==> config.mk <==
export PLATFORM = sky130hd
export DESIGN_NAME = smie_ctrl
export DESIGN_NICKNAME = d
export VERILOG_FILES = /design/src/rtl/smie_pkg.sv /design/src/rtl/smie_ctrl.sv
export SDC_FILE = /design/constraint.sdc
export NUM_CORES = 1
export LEC_CHECK = 0
export BUFFER_PORTS_ARGS = -buffer_cell sky130_fd_sc_hd__buf_2
export CAP_MARGIN = 20
export CORE_AREA = 4 4 41 43
export DETAILED_ROUTE_END_ITERATION = 10
export DIE_AREA = 0 0 45 47
export GPL_ROUTABILITY_DRIVEN = 0
export GPL_TIMING_DRIVEN = 0
export HOLD_SLACK_MARGIN = 0.08
export PLACE_DENSITY = 0.66
export SLEW_MARGIN = 20
export SYNTH_ARGS = -nofsm -noshare
export SYNTH_HDL_FRONTEND = slang
export SYNTH_SLANG_ARGS = --single-unit
==> constraint.sdc <==
create_clock -name aclk -period 1.85 [get_ports aclk]
set_clock_uncertainty 0.15 [all_clocks]
set_input_delay 0.37 -clock aclk [delete_from_list [all_inputs] [get_ports aclk]]
set_output_delay 0.37 -clock aclk [all_outputs]
set_load 0.1 [all_outputs]
==> src/rtl/smie_pkg.sv <==
// ----------------------------------------------------------------------------
// smie_pkg
// Shared types and constants for the stack machine integer executor.
// ----------------------------------------------------------------------------
package smie_pkg;

    localparam int DATA_W   = 64;
    localparam int OP_W     = 8;
    localparam int STAT_W   = 3;
    localparam int DEPTH_W  = 9;
    localparam int PC_W     = 32;
    localparam int SEL_W    = 3;
    localparam int S_TDATA_W = 72;
    localparam int M_TDATA_W = 112;
    localparam int STACK_DEPTH_DEF = 256;

    // Opcodes
    localparam logic [OP_W-1:0] OP_NOP  = 8'd0;
    localparam logic [OP_W-1:0] OP_HALT = 8'd1;
    localparam logic [OP_W-1:0] OP_PUSH = 8'd2;
    localparam logic [OP_W-1:0] OP_POP  = 8'd3;
    localparam logic [OP_W-1:0] OP_UADD = 8'd4;
    localparam logic [OP_W-1:0] OP_SADD = 8'd9;
    localparam logic [OP_W-1:0] OP_SREM = 8'd13;

    // Arithmetic selectors
    localparam logic [SEL_W-1:0] SEL_ADD = 3'd0;
    localparam logic [SEL_W-1:0] SEL_SUB = 3'd1;
    localparam logic [SEL_W-1:0] SEL_MUL = 3'd2;
    localparam logic [SEL_W-1:0] SEL_DIV = 3'd3;
    localparam logic [SEL_W-1:0] SEL_REM = 3'd4;

    // Result status codes
    localparam logic [STAT_W-1:0] ST_OK        = 3'd0;
    localparam logic [STAT_W-1:0] ST_HALT_NOW  = 3'd1;
    localparam logic [STAT_W-1:0] ST_UNKNOWN   = 3'd2;
    localparam logic [STAT_W-1:0] ST_UNDERFLOW = 3'd3;
    localparam logic [STAT_W-1:0] ST_OVERFLOW  = 3'd4;
    localparam logic [STAT_W-1:0] ST_DIVZERO   = 3'd5;
    localparam logic [STAT_W-1:0] ST_HALTED    = 3'd6;

    // Controller to datapath
    typedef struct packed {
        logic              load_in;   // capture the input transfer
        logic              commit;    // apply step and load result register
        logic              push;
        logic              pop;
        logic              alu_wr;    // replace two entries with the result
        logic              halt;
        logic              adv_pc;
        logic              md_start;
        logic [STAT_W-1:0] status;
    } cmd_t;

    // Datapath to controller
    typedef struct packed {
        logic stopped;
        logic op_nop;
        logic op_halt;
        logic op_push;
        logic op_pop;
        logic op_arith;
        logic op_md;      // mul, div or rem
        logic op_div;     // div or rem
        logic empty;
        logic lt2;
        logic full;
        logic b_zero;
        logic md_done;
        logic out_busy;
    } sts_t;

endpackage

==> src/rtl/smie_ctrl.sv <==
// ----------------------------------------------------------------------------
// smie_ctrl
// Controller: sequences accept, execute, shared-unit wait and commit.
// ----------------------------------------------------------------------------
module smie_ctrl (
    input  logic           aclk,
    input  logic           aresetn,
    input  logic           in_valid,
    output logic           in_ready,
    input  smie_pkg::sts_t sts,
    output smie_pkg::cmd_t cmd
);
    import smie_pkg::*;

    localparam logic [1:0] S_IDLE = 2'd0;
    localparam logic [1:0] S_EXEC = 2'd1;
    localparam logic [1:0] S_WAIT = 2'd2;
    localparam logic [1:0] S_FIN  = 2'd3;

    logic [1:0] state_reg, state_next;

    assign in_ready = (state_reg == S_IDLE);

    always_comb begin
        cmd        = '0;
        cmd.status = ST_OK;
        state_next = state_reg;
        case (state_reg)
            S_IDLE: begin
                if (in_valid) begin
                    cmd.load_in = 1'b1;
                    state_next  = S_EXEC;
                end
            end
            S_EXEC: begin
                if (!sts.out_busy) begin
                    cmd.commit = 1'b1;
                    cmd.adv_pc = 1'b1;
                    state_next = S_IDLE;
                    if (sts.stopped) begin
                        cmd.adv_pc = 1'b0;
                        cmd.status = ST_HALTED;
                    end else if (sts.op_nop) begin
                        cmd.status = ST_OK;
                    end else if (sts.op_halt) begin
                        cmd.halt   = 1'b1;
                        cmd.status = ST_HALT_NOW;
                    end else if (sts.op_push) begin
                        cmd.push   = !sts.full;
                        cmd.status = sts.full ? ST_OVERFLOW : ST_OK;
                    end else if (sts.op_pop) begin
                        cmd.pop    = !sts.empty;
                        cmd.status = sts.empty ? ST_UNDERFLOW : ST_OK;
                    end else if (sts.op_arith) begin
                        if (sts.lt2) begin
                            cmd.status = ST_UNDERFLOW;
                        end else if (sts.op_div && sts.b_zero) begin
                            cmd.status = ST_DIVZERO;
                        end else if (sts.op_md) begin
                            // hand off to the shared unit, commit later
                            cmd.commit   = 1'b0;
                            cmd.adv_pc   = 1'b0;
                            cmd.md_start = 1'b1;
                            state_next   = S_WAIT;
                        end else begin
                            cmd.alu_wr = 1'b1;
                        end
                    end else begin
                        cmd.status = ST_UNKNOWN;
                    end
                end
            end
            S_WAIT: begin
                if (sts.md_done) begin
                    state_next = S_FIN;
                end
            end
            S_FIN: begin
                if (!sts.out_busy) begin
                    cmd.commit = 1'b1;
                    cmd.adv_pc = 1'b1;
                    cmd.alu_wr = 1'b1;
                    state_next = S_IDLE;
                end
            end
            default: state_next = S_IDLE;
        endcase
    end

    always_ff @(posedge aclk) begin
        if (!aresetn) begin
            state_reg <= S_IDLE;
        end else begin
            state_reg <= state_next;
        end
    end

endmodule

==> run summary, run 1 <==
outcome: finished, violations left
violated checks: setup timing
Power Total: 0.343 mW
Final period util: 114%
Final Setup Violations: 9
row cnt: 13
Worst Setup Slack, final: -0.256 ns
Yosys warnings: 0
Internal: 0.201 mW
worst reg2reg path depth: 4
Core Util, Final: 71.9%
IO Pins: 29
Clock Latency Late Sink: 0.22 ns
DP Worst Slack: -0.536 ns
Filler Cells Inserted: 109
share of the synthesized area in the top cell type: 12.1%
ys async rst share: 0%
Final TNS setup: -1.37 ns
met3 Usage GRT: 2.68%
hold path start: aresetn
P_sw: 0.142 mW
GR peak layer: met2
starting density of the core: 25.4%
first-pass GRT wire length: 2140 um
first drt pass iteration count: 2
sequential share of the synthesized area: 12.1%
I/O Buffers: 28
clock network power share: 27.6%
sequential share of power: 13.7%
CP max FO: 4
Lkg Pwr: 0.389 nW
hold violation total from the final report: 0
logic gate share of total power: 58.7%
Peak VDD IR: 0.250 mV
ANT cells: 0
Cell variety after synth: 27
Max Cap Viol: 0
vias per cell: 5.21
biggest area consumer among synthesized cells: dfxtp_1
Worst R2R Setup Slack: 0.46 ns
NumNets Final: 107
main flop type after synthesis: dfxtp_1
CTS tree: done
Synthesized Nets: 63
Residual DRC: 0
largest net degree at the start of global routing: 9
Area contributors post-synth: dfxtp_1, nor2_1, o31a_1
P&R area growth vs syn: 183%
Reg clk slew, reported paths: 0.03 ns
Worst-Margin Slew: 0.303 ns
Cell Area, Synth: 330 um2
synthesized flop and latch total: 2
TritonCTS Buffers: 3
Hold Path Depth: 3
pwr dens: 366 nW/um2
worst setup path startpoint: sts[9]
Post-CTS Hold Fix Bufs: 0
Clock Path Buffers: 2
Post-synth EDFFs: 0
Post-Layout Cell Count: 103
RSZ-0062 raised after global routing: yes
crit path capture type: output port
grt met2 use: 23.2%
die outline height: 47 um
clock sinks: 2
Initial DRC Count: 5
Hold Path Class: primary input to flop
relative slew slack: 79.9%
Via Count: 537
Core Box Area: 1300 um2
minimum clock period: 2.11 ns
Routed wire per std cell: 13.7 um
M1 GR Usage: 17.0%
GRT Overall Usage: 13.2%
Sw Ratio: 41.5%
DP Area: 609 um2
data required time of the worst path: 1.33 ns
crit path launch type: primary input
WHS: 0.276 ns
average size of a mapped cell: 7.18 um2
antenna violations before repair: 0
Post-DP HPWL: 943 um
Final ANT Viol Nets: 0
f_max: 475 MHz
total die area: 2120 um2
Critical Path AT: 1.59 ns
Worst Setup Path Type: primary input to output port
CTS Root Cell: clkbuf_4
final wirelength: 1410 um
Die Width: 45 um
synthesized instance count: 46
vias in the first global route: 510
Placed Cells: 89
H-tree depth: 1
Slew Limit Fails: 0
post-route cell area: 936 um2
layout cells sized above 1: 77.3%
GRT overflow: 0
worst r2r src: state_reg[0]
## cell type report
| cell class | instances | area, um2 | area share (%) |
|---|---|---|---|
| timing repair buffer | 41 | 425 | 45.5 |
| multi-input combinational | 38 | 409 | 43.7 |
| sequential | 2 | 45.0 | 4.81 |
| clock buffer | 3 | 22.5 | 2.41 |
| tap | 15 | 18.8 | 2.01 |
| inverter | 4 | 15.0 | 1.60 |
## how the worst max path moves through the flow
| stage | endpoint | slack, ns | cells after the start |
|---|---|---|---|
| 4_1_cts | cmd[8] | -0.36 | 5 |
| 5_1_grt | cmd[2] | -0.30 | 5 |
| 2_1_floorplan | cmd[2] | -0.78 | 3 |
| 3_5_place_dp | cmd[2] | -0.54 | 5 |
| 6_report | cmd[0] | -0.26 | 5 |
| 3_3_place_gp | cmd[2] | -0.54 | 5 |
## critical path, cell delays in order
cell	delay (ns)
buf_8	0.10
buf_12	0.11
or4b_4	0.54
a211oi_4	0.25
buf_12	0.21
## metal layers
| layer | vias to the layer above | wire, um | part of all wire (%) |
|---|---|---|---|
| li1 | 257 | - | - |
| met1 | 261 | 545 | 39 |
| met2 | 19 | 773 | 55 |
| met3 | 0 | 87 | 6.2 |
| met4 | 0 | 0 | 0 |
| met5 | - | 0 | 0 |
## cell usage in the layout, fill, tap and decap left out, types with 2 or more instances in the layout
cell type and n:
buf_2 11, buf_4 11, buf_6 8, buf_12 8, nor2_1 4, clkbuf_4 4, nor3_4 3, inv_1 3
nand2_1 2, a21oi_1 2, nor3b_4 2, nand4_1 2, nor2_4 2, buf_8 2
## kinds of logic (layout without fill, tap and decap cells)
logic type      after synthesis  in the layout  synth area share [%]
buf+inv                       6             48                  7.57
simple gates                 26             26                  51.9
flops                         2              2                  12.1
compound gates               12             12                  28.4
## Yosys cell counts (2+ instances only)
| cell type | instances |
|---|---|
| dfxtp_1 | 2 |
| nand4_1 | 2 |
| nand2_1 | 2 |
| o31a_1 | 2 |
| a31oi_1 | 2 |
| buf_2 | 2 |
| inv_1 | 4 |
| and2_1 | 2 |
| nor2_1 | 6 |
| nor3_1 | 3 |
| a21oi_1 | 3 |
## power groups by stage
stage               combinational, mW  clock (mW)  sequential, mW
global route                    0.210       0.104          0.0472
CTS                             0.183      0.0981          0.0470
finish                          0.201      0.0947          0.0471
floorplan                       0.105           0          0.0486
global placement                0.144           0          0.0490
detailed placement              0.146           0          0.0492
## repair_timing
action                     in CTS  in global routing
setup buffers                   8                  5
setup endpoints to repair      10                 11
gates cloned                    0                  0
pin swaps                       9                  8
resized for setup              47                 12
Power figures use the tool's default switching activity.
==> run 2, diff against run 1 <==
==> constraint.sdc (replaced) <==
create_clock -name aclk -period 2.2 [get_ports aclk]
set_clock_uncertainty 0.15 [all_clocks]
set_input_delay 0.55 -clock aclk [delete_from_list [all_inputs] [get_ports aclk]]
set_output_delay 0.55 -clock aclk [all_outputs]
set_load 0.1 [all_outputs]
==> run 2 against run 1 <==
Against the previous run: die area unchanged; sequential power decreased by 12%; highest routed layer is now met4; the flow still finishes with violations (setup timing); cell count decreased by 2.9%; flip-flop and latch count unchanged.
==> run summary, run 2 (synthesis gave the netlist of run 1 again) <==
total die area: 2120 um2 (unchanged)
starting density of the core: 25.4% (unchanged)
violated checks: setup timing
Filler Cells Inserted: 93 (-15%)
crit-path leading delay family: simple AND/OR/NAND/NOR gates
crit path capture type: output port
I/O Buffers: 28 (unchanged)
Crit. path cell count: 6 (+1)
Final TNS setup: -1.25 ns (+0.129 ns)
outcome: finished, violations left
H-tree depth: 1 (unchanged)
DP Area: 603 um2 (-1.0%)
NumNets Final: 104 (-2.8%)
Worst Setup Slack, final: -0.250 ns (+0.00569 ns)
hold path start: state_reg[0]
Post-CTS Hold Fix Bufs: 0 (unchanged)
cell mode on critical path: buf_12
critical path's largest stage delay: 0.38 ns (-0.16 ns)
largest net degree at the start of global routing: 10 (+1)
post-route cell area: 906 um2 (-3.2%)
Critical Path AT: 1.75 ns (+0.16 ns)
relative slew slack: 67.8% (-12 points)
CP Buf/Inv Count: 3 (unchanged)
Clock Path Buffers: 2 (unchanged)
minimum clock period: 2.45 ns
Initial DRC Count: 2 (-3)
Die Width: 45 um (unchanged)
area of the multi-input gates: 400 um2 (-2.1%)
Worst Setup Path Type: primary input to output port
crit path launch type: primary input
Peak VDD IR: 0.217 mV (-13%)
CP Cell Sequence: buf_6 -> nand2b_4 -> or3_4 -> buf_12 -> a211oi_4 -> buf_12
worst reg2reg path depth: 5 (+1)
vias per cell: 5.10 (-2.2%)
Final Setup Violations: 8 (-1)
vias in the first global route: 519 (+1.8%)
Lkg Pwr: 0.378 nW (-2.8%)
hold violation total from the final report: 0 (unchanged)
pwr dens: 307 nW/um2 (-16%)
GRT overflow: 0 (unchanged)
IO Pins: 29 (unchanged)
CTS Root Cell: clkbuf_4
Worst-Margin Slew: 0.486 ns (+0.183 ns)
die outline height: 47 um (unchanged)
Post-DP HPWL: 970 um (+2.9%)
Reg clk slew, reported paths: 0.03 ns (about the same)
row cnt: 13 (unchanged)
Hold Path Depth: 2 (-1)
Core Box Area: 1300 um2 (unchanged)
GRT Overall Usage: 14.2% (+1.1 points)
Core Util, Final: 69.6% (-2.3 points)
Hold Path Class: flop to flop
TritonCTS Buffers: 3 (unchanged)
hold endpoint: state_reg[0]
Seq. cell area: 41.3 um2 (-8.3%)
Slew Limit Fails: 0 (unchanged)
Max Cap Viol: 0 (unchanged)
f_max: 408 MHz
P&R area growth vs syn: 174%
commonest non-fill, non-tap cell in the layout: buf_2
first-pass GRT wire length: 2260 um (+5.8%)
Final period util: 111%
Power Total: 0.278 mW (-19%)
antenna violations before repair: 0 (unchanged)
CTS tree: done
CP max FO: 4 (unchanged)
CP max-delay cell: or3_4
data required time of the worst path: 1.50 ns (+0.17 ns)
WHS: 0.451 ns (+0.174 ns)
commonest cells after routing, fill and taps aside: buf_2, buf_4, buf_12, buf_8
first drt pass iteration count: 2 (unchanged)
Clock Latency Late Sink: 0.22 ns (about the same)
RSZ-0062 raised after global routing: yes
Via Count: 510 (-5.0%)
clock sinks: 2 (unchanged)
final wirelength: 1490 um (+6.1%)
layout cells sized above 1: 74.1% (-3.2 points)
ANT cells: 0 (unchanged)
Worst R2R Setup Slack: 0.55 ns (+0.09 ns)
Residual DRC: 0 (unchanged)
Final ANT Viol Nets: 0 (unchanged)
Routed wire per std cell: 14.9 um (+9.3%)
run 2: cell count changes in the layout (fill, tap and decap cells not counted), sizes merged:
cell	before	now
buf	40	38
clkbuf	4	3
run 2: layer usage:
layer,share of wire (%),global-route usage (%),vias up,wire (um)
li1,-,-,252,-
met1,38,16.2,238,572
met2,55,28.5,18,822
met3,5.7,1.92,2,85
met4,0.80,1.75,0,12
met5,0,0,-,0
run 2: worst max path at each step:
stage | slack (ns) | end | from
2_1_floorplan | -0.79 | cmd[2] | sts[4]
3_3_place_gp | -0.57 | cmd[2] | sts[4]
3_5_place_dp | -0.56 | cmd[2] | sts[4]
4_1_cts | -0.34 | cmd[8] | sts[0]
5_1_grt | -0.29 | cmd[0] | sts[0]
6_report | -0.25 | cmd[0] | sts[0]
run 2: per-stage QoR:
stage / cells / setup slack (ns)
2_1_floorplan: 46 / -0.791
3_3_place_gp: 89 / -0.572
3_5_place_dp: 89 / -0.564
4_1_cts: 99 / -0.340
5_1_grt: 100 / -0.287
6_report: 100 / -0.250
run 2: power breakdown:
part           switching [mW]  internal (mW)
sequential            0.00289         0.0384
clock                  0.0195         0.0601
combinational          0.0949         0.0625
total                   0.117          0.161
run 2: final cells by class:
type	count	area share [%]
timing repair buffer	37	44.2
buffer	1	0.829
inverter	4	1.66
multi-input combinational	38	44.2
tap	15	2.07
sequential	2	4.56
clock buffer	3	2.49
run 2: tightest hold or removal path, delay by kind of cell (launching register included):
kind / cells / cell delay, ns
DFF: 1 / 0.38
and+or+nand+nor: 1 / 0.11
AOI/OAI and AO/OA: 1 / 0.06
run 2: what timing repair did:
item                       CTS  global route
setup endpoints to repair   10            10
setup buffers                7             3
hold endpoints to repair     0             0
gates resized for setup     36            21
pin swaps                    9            13
